`src/rtl/core/assert_macros.svh`:
```
// Assertion macros used by the top-level RTL file, which carries the checks.
// Every macro expects clk_i and rst_ni in scope at the point of use.
`ifndef ASSERT_MACROS_SVH
`define ASSERT_MACROS_SVH

// The property must hold at every clock edge outside reset.
`define ASSERT_ALWAYS(lbl, prop, msg) \
  lbl: assert property (@(posedge clk_i) disable iff (!rst_ni) (prop)) else $error(msg);

// The property must never hold at a clock edge outside reset.
`define ASSERT_NEVER(lbl, prop, msg) \
  lbl: assert property (@(posedge clk_i) disable iff (!rst_ni) !(prop)) else $error(msg);

`endif

```
`src/rtl/core/dkbsc_pkg.sv`:
```
// Shared types and constants of the dual-key byte stream cipher.
// No dependencies; every other RTL file but dkbsc_ram and assert_macros.svh imports this package.
`timescale 1ns / 1ps
`default_nettype none

package dkbsc_pkg;

  localparam int unsigned OP_W      = 3;
  localparam int unsigned KEY_IDX_W = 14;
  localparam int unsigned BYTE_W    = 8;
  localparam int unsigned OFFSET_W  = 64;
  localparam int unsigned OFS_LOW_W = 32;
  localparam int unsigned CFG_LEN_W = 15;
  localparam int unsigned CFG_IDX_W = 1;
  localparam int unsigned DIV_CNT_W = 7;

  localparam logic [CFG_LEN_W-1:0] CFG_LEN_RESET   = 15'd120;
  localparam logic [DIV_CNT_W-1:0] DIV_ITERS_FULL  = 7'd64;
  localparam logic [DIV_CNT_W-1:0] DIV_ITERS_INDEX = 7'd14;

  typedef enum logic [OP_W-1:0] {
    OP_LOAD_SLOT = 3'd0,
    OP_LOAD_FILE = 3'd1,
    OP_SEEK      = 3'd2,
    OP_ENCRYPT   = 3'd3,
    OP_DECRYPT   = 3'd4
  } op_e;

  typedef enum logic [CFG_IDX_W-1:0] {
    CFG_SLOT_LEN = 1'b0,
    CFG_FILE_LEN = 1'b1
  } cfg_idx_e;

  typedef enum logic [2:0] {
    S_FETCH    = 3'd0,
    S_IDLE     = 3'd1,
    S_DIV_SLOT = 3'd2,
    S_DIV_FILE = 3'd3,
    S_DIV_LOAD = 3'd4
  } state_e;

  typedef enum logic [1:0] {
    DIV_SEEK_SLOT = 2'd0,
    DIV_SEEK_FILE = 2'd1,
    DIV_LOAD      = 2'd2
  } div_sel_e;

  typedef struct packed {
    logic     accept;
    logic     xform;
    logic     wr_direct;
    logic     wr_wrap;
    logic     div_start;
    div_sel_e div_sel;
    logic     set_slot;
    logic     set_file;
  } cmd_t;

  typedef struct packed {
    logic out_valid;
    logic div_busy;
    logic div_done;
  } status_t;

endpackage

`default_nettype wire

```
`src/rtl/core/dkbsc_ctrl.sv`:
```
// Controller state machine of the cipher: handshake, op decode, seek and load sequencing.
// Depends on dkbsc_pkg.
`timescale 1ns / 1ps
`default_nettype none

module dkbsc_ctrl import dkbsc_pkg::*; #(
  parameter int unsigned KEY_DEPTH = 16384
) (
  input  wire logic            clk_i,
  input  wire logic            rst_ni,
  input  wire logic            in_valid_i,
  input  wire logic [OP_W-1:0] in_op_i,
  input  wire logic            out_ready_i,
  input  wire status_t         status_i,
  output logic                 in_ready_o,
  output cmd_t                 cmd_o
);

  // index wrap is needed only when the store is shallower than the index range
  localparam bit LOAD_WRAP = (KEY_DEPTH < (1 << KEY_IDX_W));

  state_e state_q, state_d;
  logic   in_ready;
  logic   accept;
  op_e    op;

  assign op       = op_e'(in_op_i);
  assign in_ready = (state_q == S_IDLE) && (!status_i.out_valid || out_ready_i);
  assign accept   = in_valid_i && in_ready;

  always_comb begin
    state_d = state_q;
    unique case (state_q)
      S_FETCH: state_d = S_IDLE;
      S_IDLE: begin
        if (accept) begin
          unique case (op) inside
            OP_LOAD_SLOT, OP_LOAD_FILE: state_d = LOAD_WRAP ? S_DIV_LOAD : S_FETCH;
            OP_SEEK:                    state_d = S_DIV_SLOT;
            default:                    state_d = S_IDLE;
          endcase
        end
      end
      S_DIV_SLOT: if (status_i.div_done) state_d = S_DIV_FILE;
      S_DIV_FILE: if (status_i.div_done) state_d = S_IDLE;
      S_DIV_LOAD: if (status_i.div_done) state_d = S_FETCH;
      default:    state_d = S_FETCH;
    endcase
  end

  always_comb begin
    cmd_o        = '0;
    cmd_o.accept = accept;
    unique case (state_q)
      S_IDLE: begin
        if (accept) begin
          unique case (op) inside
            OP_LOAD_SLOT, OP_LOAD_FILE: begin
              if (LOAD_WRAP) begin
                cmd_o.div_start = 1'b1;
                cmd_o.div_sel   = DIV_LOAD;
              end else begin
                cmd_o.wr_direct = 1'b1;
              end
            end
            OP_SEEK: begin
              cmd_o.div_start = 1'b1;
              cmd_o.div_sel   = DIV_SEEK_SLOT;
            end
            OP_ENCRYPT, OP_DECRYPT: cmd_o.xform = 1'b1;
            default: ;
          endcase
        end
      end
      S_DIV_SLOT: begin
        if (status_i.div_done) begin
          cmd_o.set_slot  = 1'b1;
          cmd_o.div_start = 1'b1;
          cmd_o.div_sel   = DIV_SEEK_FILE;
        end
      end
      S_DIV_FILE: cmd_o.set_file = status_i.div_done;
      S_DIV_LOAD: cmd_o.wr_wrap  = status_i.div_done;
      default: ;
    endcase
  end

  always_ff @(posedge clk_i or negedge rst_ni) begin
    if (!rst_ni) begin
      state_q <= S_FETCH;
    end else begin
      state_q <= state_d;
    end
  end

  assign in_ready_o = in_ready;

endmodule

`default_nettype wire

```
`config.mk`:
```
export PLATFORM = sky130hd
export DESIGN_NAME = dkbsc_ctrl
export DESIGN_NICKNAME = d
export VERILOG_FILES = /design/src/rtl/core/assert_macros.svh /design/src/rtl/core/dkbsc_pkg.sv /design/src/rtl/core/dkbsc_ctrl.sv
export SDC_FILE = /design/constraint.sdc
export NUM_CORES = 1
export LEC_CHECK = 0
export ABC_AREA = 1
export BUFFER_PORTS_ARGS = -buffer_cell sky130_fd_sc_hd__clkbuf_2
export CORE_AREA = 2 2 39 41
export CTS_CLUSTER_SIZE = 30
export DETAILED_ROUTE_END_ITERATION = 12
export DIE_AREA = 0 0 41 43
export GPL_TIMING_DRIVEN = 0
export SYNTH_ARGS = -nofsm -noshare
export SYNTH_HDL_FRONTEND = slang
export SYNTH_SLANG_ARGS = --single-unit
```
`constraint.sdc`:
```
create_clock -name clk_i -period 3.2 [get_ports clk_i]
set_input_delay 0.64 -clock clk_i [delete_from_list [all_inputs] [get_ports clk_i]]
set_output_delay 0.64 -clock clk_i [all_outputs]
set_load 0.01 [all_outputs]
```
; Word-level counts from Yosys, hierarchy flattened
; Cells that the tools add are included.
[totals]
regBits = 3
out_inout_bits = 10
in_bits = 10
elab_cells = 39
[op_classes]
eq_ne = 12
n_mux = 17
reduce_logical = 9
[ops]
columns = cell, n
row1 = 3-bit 2-to-1 mux, 6
row2 = 3-bit one-hot mux with 5 select lines, 1
row3 = "3-bit by 2-bit equality test with 1-bit output, second input constant", 4
row4 = "2-bit != test, second input constant", 4
row5 = "3-bit by 1-bit equality test with 1-bit output, second input constant", 2
row6 = "3-bit equality test, second input constant", 2
row7 = 3-bit logical NOT, 2
row8 = 3-bit one-hot mux with 2 select lines, 1
row9 = 1-bit 2-to-1 mux, 5
row10 = 2-bit 2-to-1 mux, 2
row11 = 4-bit 2-to-1 mux, 1
row12 = 2-bit one-hot mux with 2 select lines, 1
row13 = 4-bit AND reduction, 1
row14 = 2-bit OR reduction, 2
row15 = 1-bit logical AND, 2
row16 = 1-bit logical NOT, 1
row17 = 1-bit logical OR, 1

; Depth between registers and ports, before layout
; Gate-level depths: netlist (run 1).
[depth]
depth_word = 6
ltp_mapped = 8
mapped_depth_nobuf = 8

; Worst setup path before layout (run 1)
; OpenSTA, ideal clock, no wires.
[synth_path]
path_type = input port to output port
start = input out_ready_i
end = output cmd_o[4] (netlist bit)
path_stages = 6
required_ns = 2.560
slack_ns = 1.434
path_buffers = 0
arrival_time_ns = 1.126
path_cell_list = inv_1 nand2_1 nand3_1 nor2_1 nor2_1 nor2_1
[synth_lines]
columns = element, line_no
row1 = start: declaration, dkbsc_ctrl.sv:13  ; input wire logic out_ready_i,
row2 = end: declaration, dkbsc_ctrl.sv:16  ; output cmd_t cmd_o

==> results of run 1 <==
worst paths after layout:
path                               to  slack, ps  cells past startpoint
max reg2reg                state_q[0]       1980                      8
max                          cmd_o[4]       1070                      7
max in group asynchronous  state_q[1]       2900                      1
min reg2reg                state_q[1]        550                      2
min                        state_q[0]        200                      1
min in group clk_i         state_q[1]        550                      2
kinds of logic (layout without fill, tap and decap cells):
logic type	after synthesis	in the layout	share of synthesized area (%)
AND/OR/NAND/NOR	30	30	35.58
buffers and inverters	17	36	22.47
adder cells (fa/ha/maj)	4	4	14.98
AO/OA/AOI/OAI	4	4	10.86
flip-flops	2	2	14.98
other	1	2	1.123
critical path, cell delays in order (launching register included):
cell and delay [ps]:
sky130_fd_sc_hd__dfrtp_1 410, sky130_fd_sc_hd__inv_1 90, sky130_fd_sc_hd__ha_1 220, sky130_fd_sc_hd__nand3_1 160
sky130_fd_sc_hd__nor2_1 120, sky130_fd_sc_hd__nor2_1 50, sky130_fd_sc_hd__nor2_1 90, sky130_fd_sc_hd__clkbuf_2 140
cell type report:
type                    count  area, um2
fillers                   158      923.4
multi-input cells          40      212.7
repair buffers             16      80.08
inverters                  14      52.55
flip-flops and latches      2      50.05
clock buffers               3      22.52
plain buffers               3      22.52
well taps                  16      20.02
stage by stage:
step | area, um2 | std cells | util [%] | hold slack (ps) | total power [W]
final | 460.4 | 94 | 33.27 | 203.6 | 0.0002888
after global routing | 460.4 | 94 | 33.27 | 207.8 | 0.0003235
after CTS | 460.4 | 94 | 33.27 | 198.3 | 0.0002950
after detailed placement | 437.9 | 91 | 31.65 | 426.2 | 0.0002407
after global placement | 437.9 | 91 | 31.65 | 424.7 | 0.0002380
after floorplan | 337.8 | 59 | - | 344.4 | 0.0001927
where the power goes:
| group | total, W | switching [W] | internal, W | leakage [nW] |
|---|---|---|---|---|
| clock | 0.0000519 | 0.0000108 | 0.0000411 | 0.0138 |
| sequential | 0.0000529 | 0.0000155 | 0.0000374 | 0.0252 |
| combinational | 0.000184 | 0.0000993 | 0.0000847 | 0.274 |
| total | 0.000289 | 0.000126 | 0.000163 | 0.313 |
per-layer routing:
| metal | wire length (um) | part of all wire [%] |
|---|---|---|
| met4 | 0 | 0 |
| met5 | 0 | 0 |
| met2 | 330 | 55 |
| met1 | 249 | 41 |
| met3 | 23 | 3.8 |
layout by cell type, fill, tap and decap left out:
cell type                  netlist  final
sky130_fd_sc_hd__a21oi_1         1      1
sky130_fd_sc_hd__clkbuf_4        0      3
sky130_fd_sc_hd__conb_1          1      2
sky130_fd_sc_hd__nand2_1        15     15
sky130_fd_sc_hd__nand2_2         1      1
sky130_fd_sc_hd__nor2_1         11     11
sky130_fd_sc_hd__o21ai_1         1      1
sky130_fd_sc_hd__o21bai_4        1      1
sky130_fd_sc_hd__inv_1          12     12
sky130_fd_sc_hd__buf_4           3      3
sky130_fd_sc_hd__nor3_1          1      1
sky130_fd_sc_hd__dfrtp_1         2      2
sky130_fd_sc_hd__nand3_1         2      2
sky130_fd_sc_hd__inv_2           2      2
sky130_fd_sc_hd__ha_1            4      4
sky130_fd_sc_hd__clkbuf_2        0     16
sky130_fd_sc_hd__a21boi_1        1      1
==> run_results.csv, run 1 <==
group,metric,value,unit
clocking,post_cts.repair.setup_buffers,0,
yosys,synth_top_area_share,16.85,%
cells_and_area,largest_register_ffs,2,
yosys,yosys.cell_count.top_type,"sky130_fd_sc_hd__nand2_1",
worst_setup_path,critical_path_class,"reg2out",
yosys,synth.avg_cell_area,5.760,um2
power,power_density,627.3,nW/um2
detailed_routing,detailroute.via_count,379,
clocking,cts.htree.levels,1,
floorplanning,dieWidth,41,um
yosys,yosys_most_used_dff,"sky130_fd_sc_hd__dfrtp_1",
clocking,cts-resized-gates,0,
floorplanning,std_cell_rows,14,
timing,hold_viol_final,0,
detailed_routing,drc,0,
clocking,clockRootBuffer,"sky130_fd_sc_hd__clkbuf_4",
detailed_routing,post_drt_via_cell_ratio,4.032,
yosys,synthCells,58,
cells_and_area,largest_registers,"state_q (2)",
hold_path,holdCritPathClass,"in2async",
place,placement.setup.worst_slack,1187,ps
worst_setup_path,critPathArrivalTime,1490,ps
place,gp_congestion,0.6774,
place,hpwl,583.9,um
worst_setup_path,crit-reg2reg-launch,"state_q[0]",
detailed_routing,drt_first_pass_iters,4,
timing,layout_min_cycle_time,2127,ps
global_route,initial_antenna_violation_count,0,
timing,max_freq,0.4701,GHz
yosys,synthesis.yosys.warnings,0,
timing,layout_worst_path_cycle_share,66.47,%
worst_setup_path,critical_path.startpoint,"state_q[1]",
global_route,globalRouteMet3Util,0,%
floorplanning,start_util,24.14,%
timing,report.final.setup_viol,0,
power,leakage,0.3125,nW
timing,finalClockSkew,0.8816,ps
yosys,yosys_register_bits,2,
cells_and_area,antenna_cells,0,
global_route,grt_overflow,0,
detailed_routing,detail-route-antenna-nets,0,
floorplanning,die_height,43,um
detailed_routing,dr.first_iter.drc_count,1,
yosys,yosysTopAreaCell,"sky130_fd_sc_hd__nand2_1",
global_route,grt_util_met1,7.717,%
yosys,synthTopCellsByArea,"sky130_fd_sc_hd__nand2_1, sky130_fd_sc_hd__dfrtp_1, sky130_fd_sc_hd__ha_1",
yosys,netlist_area,334.1,um2
floorplanning,floorplan_core_area,1384,um2
yosys,post_synth_edffs,0,
worst_setup_path,crit_path_start_kind,"register",
global_route,first_global_vias,297,
clocking,cts_tree,"yes",
clocking,clock-sinks,2,
timing,layout_setup_ws,1073,ps
clocking,worst_skew_pair.late_latency,210,ps
place,numPortBuffers,16,
global_route,gr-max-usage-layer,"met2",
clocking,numCtsBuffers,3,
outcome,status,"complete, no violations",
timing,finalMaxSlewViolations,0,
floorplanning,die-area,1763,um2
cells_and_area,synthToLayoutAreaGrowth,37.83,%
worst_setup_path,timing.critical_path.to_type,"primary output",
flow_run,maxCapViolations,0,
detailed_routing,drt-total-wl,603,um
clocking,clkSlewWorstSetupHoldPaths,30,ps
worst_setup_path,critPathMaxFanout,4,
floorplanning,top_level_ports,20,
timing,finalSetupTns,0,ps
clocking,cts_hold_buffers,0,
timing,unrepaired_setup_endpoints_after_global_routing,"no",
global_route,grt_max_degree,6,
clocking,clock_path_buffers,2,
yosys,async_reset_ff_share,100.0,%
detailed_routing,wire_per_inst,6.415,um
yosys,yosysSeqAreaShare,14.98,%
global_route,grt_pass1_wl,959,um
yosys,post_synth_num_cell_types,15,
worst_setup_path,worst-endpoint-required,2560,ps
global_route,globalRouteTotalUtil,7.229,%
power,vdd_ir_drop_max,0.0002040,V
cells_and_area,regMostFlops,"state_q",
cells_and_area,drive_gt1_share,33.33,%
yosys,synth_top_cells_by_count,"sky130_fd_sc_hd__nand2_1, sky130_fd_sc_hd__inv_1, sky130_fd_sc_hd__nor2_1",
global_route,grt_util_met2,14.06,%
cells_and_area,num-nets-final,94,
(Power assumes the default switching activity.)
==> inputs of run 2 (changes only) <==
==> constraint.sdc (replaced) <==
create_clock -name clk_i -period 1.9 [get_ports clk_i]
set_input_delay 0.38 -clock clk_i [delete_from_list [all_inputs] [get_ports clk_i]]
set_output_delay 0.38 -clock clk_i [all_outputs]
set_load 0.01 [all_outputs]
==> run_results.csv, run 2 (same netlist as run 1, synthesis figures left out) <==
group,metric,value,unit
outcome,status,"complete, no violations",
cells_and_area,regMostFlops,"state_q",
cells_and_area,synthToLayoutAreaGrowth,46.07,%
place,hpwl,583.9,um
global_route,first_global_vias,306,
detailed_routing,post_drt_via_cell_ratio,4.032,
timing,max_freq,0.5595,GHz
global_route,grt_max_degree,6,
clocking,clockRootBuffer,"sky130_fd_sc_hd__clkbuf_4",
cells_and_area,filler_cell_count,157,
detailed_routing,detail-route-antenna-nets,0,
global_route,globalRouteTotalUtil,7.430,%
cells_and_area,drive_gt1_share,36.71,%
clocking,worst_skew_pair.late_latency,210,ps
place,numPortBuffers,16,
worst_setup_path,worst-endpoint-required,1520,ps
floorplanning,top_level_ports,20,
cells_and_area,antenna_cells,0,
power,leakage,0.3193,nW
floorplanning,start_util,24.14,%
floorplanning,die-area,1763,um2
clocking,cts_tree,"yes",
detailed_routing,detailroute.via_count,383,
worst_setup_path,reg2reg_to,"state_q[0]",
timing,finalClockSkew,0.8816,ps
cells_and_area,final_common_cell,"sky130_fd_sc_hd__clkbuf_2",
cells_and_area,num-nets-final,95,
detailed_routing,routed.top_layer,"met3",
detailed_routing,drc,0,
detailed_routing,drt_first_pass_iters,4,
worst_setup_path,setup.reg_to_reg.worst_slack,610,ps
worst_setup_path,crit_path_start_kind,"register",
cells_and_area,mostFrequentLayoutCells,"sky130_fd_sc_hd__clkbuf_2, sky130_fd_sc_hd__nand2_1, sky130_fd_sc_hd__inv_1, sky130_fd_sc_hd__nor2_1",
clocking,cts.htree.levels,1,
detailed_routing,detailroute.wirelength.met3,23,um
timing,layout_min_cycle_time,1787,ps
timing,layout_worst_path_cycle_share,94.06,%
floorplanning,die_height,43,um
detailed_routing,m1WireLength,266,um
worst_setup_path,critical_path_class,"reg2out",
cells_and_area,largest_registers,"state_q (2)",
timing,hold_viol_final,0,
timing,finalSetupTns,0,ps
clocking,clkSlewWorstSetupHoldPaths,30,ps
detailed_routing,routed-wl-met2,351,um
timing,finalMaxSlewViolations,0,
power,vdd_ir_drop_max,0.0003585,V
timing,hold_slack,492.9,ps
worst_setup_path,crit-reg2reg-launch,"state_q[0]",
clocking,numCtsBuffers,3,
hold_path,holdCritPathClass,"in2async",
cells_and_area,largest_register_ffs,2,
timing,unrepaired_setup_endpoints_after_global_routing,"no",
worst_setup_path,critPathArrivalTime,1410,ps
detailed_routing,dr.first_iter.drc_count,2,
timing,report.final.setup_viol,0,
flow_run,maxCapViolations,0,
clocking,clock-sinks,2,
worst_setup_path,critPathMaxFanout,4,
worst_setup_path,timing.critical_path.to_type,"primary output",
clocking,post_cts.repair.setup_buffers,0,
place,gp_congestion,0.6774,
detailed_routing,drt-total-wl,642,um
floorplanning,dieWidth,41,um
global_route,grt_overflow,0,
floorplanning,std_cell_rows,14,
floorplanning,floorplan_core_area,1384,um2
power,power_density,1071,nW/um2
global_route,grt_pass1_wl,986,um
detailed_routing,wire_per_inst,6.758,um
clocking,clock_path_buffers,2,
worst_setup_path,timing.reg2reg.worst_path_depth,8,
global_route,initial_antenna_violation_count,0,
-- run 2: per-stage QoR --
step                      util (%)  instance area (um2)  setup slack [ps]  power [W]  instances
after floorplan                  -                337.8             413.3  0.0003245         59
after global placement       31.65                437.9             225.4  0.0004008         91
after detailed placement     31.65                437.9             232.9  0.0004055         91
after CTS                    34.18                473.0             19.20  0.0005026         95
after global routing         35.26                488.0             12.93  0.0005807         95
final                        35.26                488.0             112.8  0.0005226         95
-- run 2: final cells by class --
type | instances | area (um2) | share of cell area (%)
well taps | 16 | 20.02 | 4.103
plain buffers | 3 | 22.52 | 4.615
multi-input cells | 40 | 230.2 | 47.18
repair buffers | 17 | 90.09 | 18.46
clock buffers | 3 | 22.52 | 4.615
inverters | 14 | 52.55 | 10.77
flip-flops and latches | 2 | 50.05 | 10.26
-- run 2: worst max-delay path by stage --
stage                           from  endpoint  slack, ps  cells after the start
after detailed placement  state_q[1]  cmd_o[4]        230                      7
after global routing      state_q[0]  cmd_o[4]         10                      8
final                     state_q[1]  cmd_o[4]        110                      9
after global placement    state_q[1]  cmd_o[4]        230                      7
after floorplan           state_q[1]  cmd_o[4]        410                      8
after CTS                 state_q[1]  cmd_o[4]         20                      7
-- run 2: where the power goes --
group          switching [W]  internal, W
Clock              0.0000182    0.0000692
Combinational       0.000177     0.000162
Sequential         0.0000332    0.0000629
-- run 2: worst max-delay path, stage by stage (launching register included) --
cell,delay (ps)
sky130_fd_sc_hd__dfrtp_1,420
sky130_fd_sc_hd__inv_2,100
sky130_fd_sc_hd__ha_4,150
sky130_fd_sc_hd__nand2_1,50
sky130_fd_sc_hd__inv_1,40
sky130_fd_sc_hd__nand2_1,50
sky130_fd_sc_hd__nor2_1,100
sky130_fd_sc_hd__nor2_1,50
sky130_fd_sc_hd__nor2_1,90
sky130_fd_sc_hd__clkbuf_2,140
-- run 2: layer usage --
layer | global-route usage, % | up-vias
met4 | 2.000 | 0
met3 | 0 | 0
met2 | 14.69 | 6
li1 | - | 205
met5 | 0 | -
met1 | 7.717 | 172
-- run 2: timing repair --
action,4_1_cts,5_1_grt
endpoints found under the setup margin,1,1
hold endpoints to repair,2,0
gates cloned,0,0
resized for setup,1,3
hold buffers,1,0
==> inputs of run 3 (changes only) <==
--- a/config.mk
+++ b/config.mk
@@ -12,6 +12,7 @@
 export DETAILED_ROUTE_END_ITERATION = 12
 export DIE_AREA = 0 0 41 43
 export GPL_TIMING_DRIVEN = 0
+export SETUP_SLACK_MARGIN = 0.2
 export SYNTH_ARGS = -nofsm -noshare
 export SYNTH_HDL_FRONTEND = slang
 export SYNTH_SLANG_ARGS = --single-unit
==> run_results.csv, run 3 (same netlist as run 1, synthesis figures left out) <==
group,metric,value,unit
outcome,status,"complete, no violations",
detailed_routing,detail-route-antenna-nets,0,
place,placement.setup.worst_slack,232.9,ps
global_route,initial_antenna_violation_count,0,
clocking,clkSlewWorstSetupHoldPaths,30,ps
worst_setup_path,critical_path_class,"reg2out",
timing,finalSetupTns,0,ps
cells_and_area,final-instance-count-excl-fill,100,
floorplanning,top_level_ports,20,
global_route,grt_max_degree,6,
worst_setup_path,critPathMaxFanout,4,
timing,finalClockSkew,0.8035,ps
worst_setup_path,critPathArrivalTime,1340,ps
place,gp_congestion,0.6774,
timing,hold_slack,494.3,ps
detailed_routing,drt_first_pass_iters,4,
timing,finalMaxSlewViolations,0,
place,hpwl,583.9,um
detailed_routing,post_drt_via_cell_ratio,4.020,
cells_and_area,mostFrequentLayoutCells,"sky130_fd_sc_hd__clkbuf_2, sky130_fd_sc_hd__nand2_1, sky130_fd_sc_hd__inv_1, sky130_fd_sc_hd__nor2_1, sky130_fd_sc_hd__buf_4",
clocking,cts_tree,"yes",
clocking,numCtsBuffers,3,
timing,layout_setup_ws,176.4,ps
global_route,globalRouteTotalUtil,8.133,%
global_route,grt_pass1_wl,1083,um
timing,report.final.setup_viol,0,
cells_and_area,largest_registers,"state_q (2)",
power,vdd_ir_drop_max,0.0004279,V
detailed_routing,drt-total-wl,677,um
timing,hold_viol_final,0,
flow_run,maxCapViolations,0,
floorplanning,floorplan_core_area,1384,um2
cells_and_area,regMostFlops,"state_q",
cells_and_area,synthToLayoutAreaGrowth,60.67,%
cells_and_area,filler_cell_count,153,
worst_setup_path,crit_path_start_kind,"register",
clocking,clock-sinks,2,
hold_path,holdCritPathClass,"in2async",
power,leakage,0.3391,nW
cells_and_area,drive_gt1_share,47.62,%
cells_and_area,num-nets-final,100,
power,power_density,1110,nW/um2
clocking,worst_skew_pair.late_latency,210,ps
floorplanning,die_height,43,um
timing,layout_worst_path_cycle_share,90.71,%
worst_setup_path,timing.critical_path.to_type,"primary output",
global_route,grt_overflow,0,
place,post-place-cells,91,
global_route,first_global_vias,329,
clocking,clockRootBuffer,"sky130_fd_sc_hd__clkbuf_4",
clocking,clock_path_buffers,2,
worst_setup_path,timing.reg2reg.worst_path_depth,8,
floorplanning,start_util,24.14,%
timing,max_freq,0.5802,GHz
timing,layout_min_cycle_time,1724,ps
cells_and_area,largest_register_ffs,2,
cells_and_area,final_common_cell,"sky130_fd_sc_hd__clkbuf_2",
cells_and_area,antenna_cells,0,
detailed_routing,wire_per_inst,6.770,um
floorplanning,dieWidth,41,um
cells_and_area,register_area,51.30,um2
detailed_routing,drc,0,
floorplanning,die-area,1763,um2
cells_and_area,utilization,38.79,%
clocking,cts.htree.levels,1,
worst_setup_path,worst-endpoint-required,1520,ps
cells_and_area,multi_input_area,240.2,um2
place,numPortBuffers,16,
floorplanning,std_cell_rows,14,
detailed_routing,detailroute.via_count,402,
detailed_routing,dr.first_iter.drc_count,3,
timing,unrepaired_setup_endpoints_after_global_routing,"yes",
-- run 3: cell count changes in the layout (fill, tap and decap cells not counted), sizes merged --
cell / before / now
buf: 3 / 9
clkbuf: 19 / 18
-- run 3: path summary, 6_finish.rpt --
| kind | startpoint | to | slack [ps] |
|---|---|---|---|
| min | rst_ni | state_q[0] | 490 |
| min in group clk_i | state_q[1] | state_q[1] | 540 |
| min reg2reg | state_q[1] | state_q[1] | 540 |
| max | state_q[1] | cmd_o[4] | 180 |
| max in group asynchronous | rst_ni | state_q[0] | 1300 |
| max reg2reg | state_q[1] | state_q[1] | 620 |
-- run 3: per-layer routing --
layer	up-vias	GRT usage, %	part of all wire (%)	wire (um)
met5	-	0	0	0
met4	0	2.000	0	0
met3	0	0	3.4	23
met2	6	15.63	56	376
met1	179	9.003	41	277
li1	217	-	-	-
-- run 3: repair_timing --
action / 4_1_cts / 5_1_grt
gates resized for setup: 5 / 6
setup endpoints to repair: 4 / 2
pin swaps: 2 / 5
hold buffers: 1 / 0
setup buffers: 4 / 1
hold endpoints to repair: 2 / 0
-- run 3: worst max-delay path: stages, from the launching register on --
cell	delay [ps]
sky130_fd_sc_hd__dfrtp_1	400
sky130_fd_sc_hd__inv_2	90
sky130_fd_sc_hd__ha_4	150
sky130_fd_sc_hd__nand2_2	50
sky130_fd_sc_hd__inv_2	40
sky130_fd_sc_hd__nand2_2	40
sky130_fd_sc_hd__nor2_2	90
sky130_fd_sc_hd__nor2_1	50
sky130_fd_sc_hd__nor2_1	80
sky130_fd_sc_hd__buf_2	140
-- run 3: power breakdown --
group          internal (W)  total (W)  switching, W
registers         0.0000653  0.0000966     0.0000313
logic              0.000213   0.000412      0.000199
clock network     0.0000692  0.0000874     0.0000182
-- run 3: final cells by class --
type / count / share of cell area, %
multi-input combinational: 40 / 44.76
timing repair buffer: 22 / 23.78
inverter: 14 / 9.790
sequential: 2 / 9.557
clock buffer: 3 / 4.196
buffer: 3 / 4.196
tap: 16 / 3.730
-- run 3: metrics by stage --
stage	power, W	area, um2
finish	0.0005956	536.8
global route	0.0006624	536.8
CTS	0.0005755	519.2
global placement	0.0004008	437.9
detailed placement	0.0004055	437.9
floorplan	0.0003245	337.8
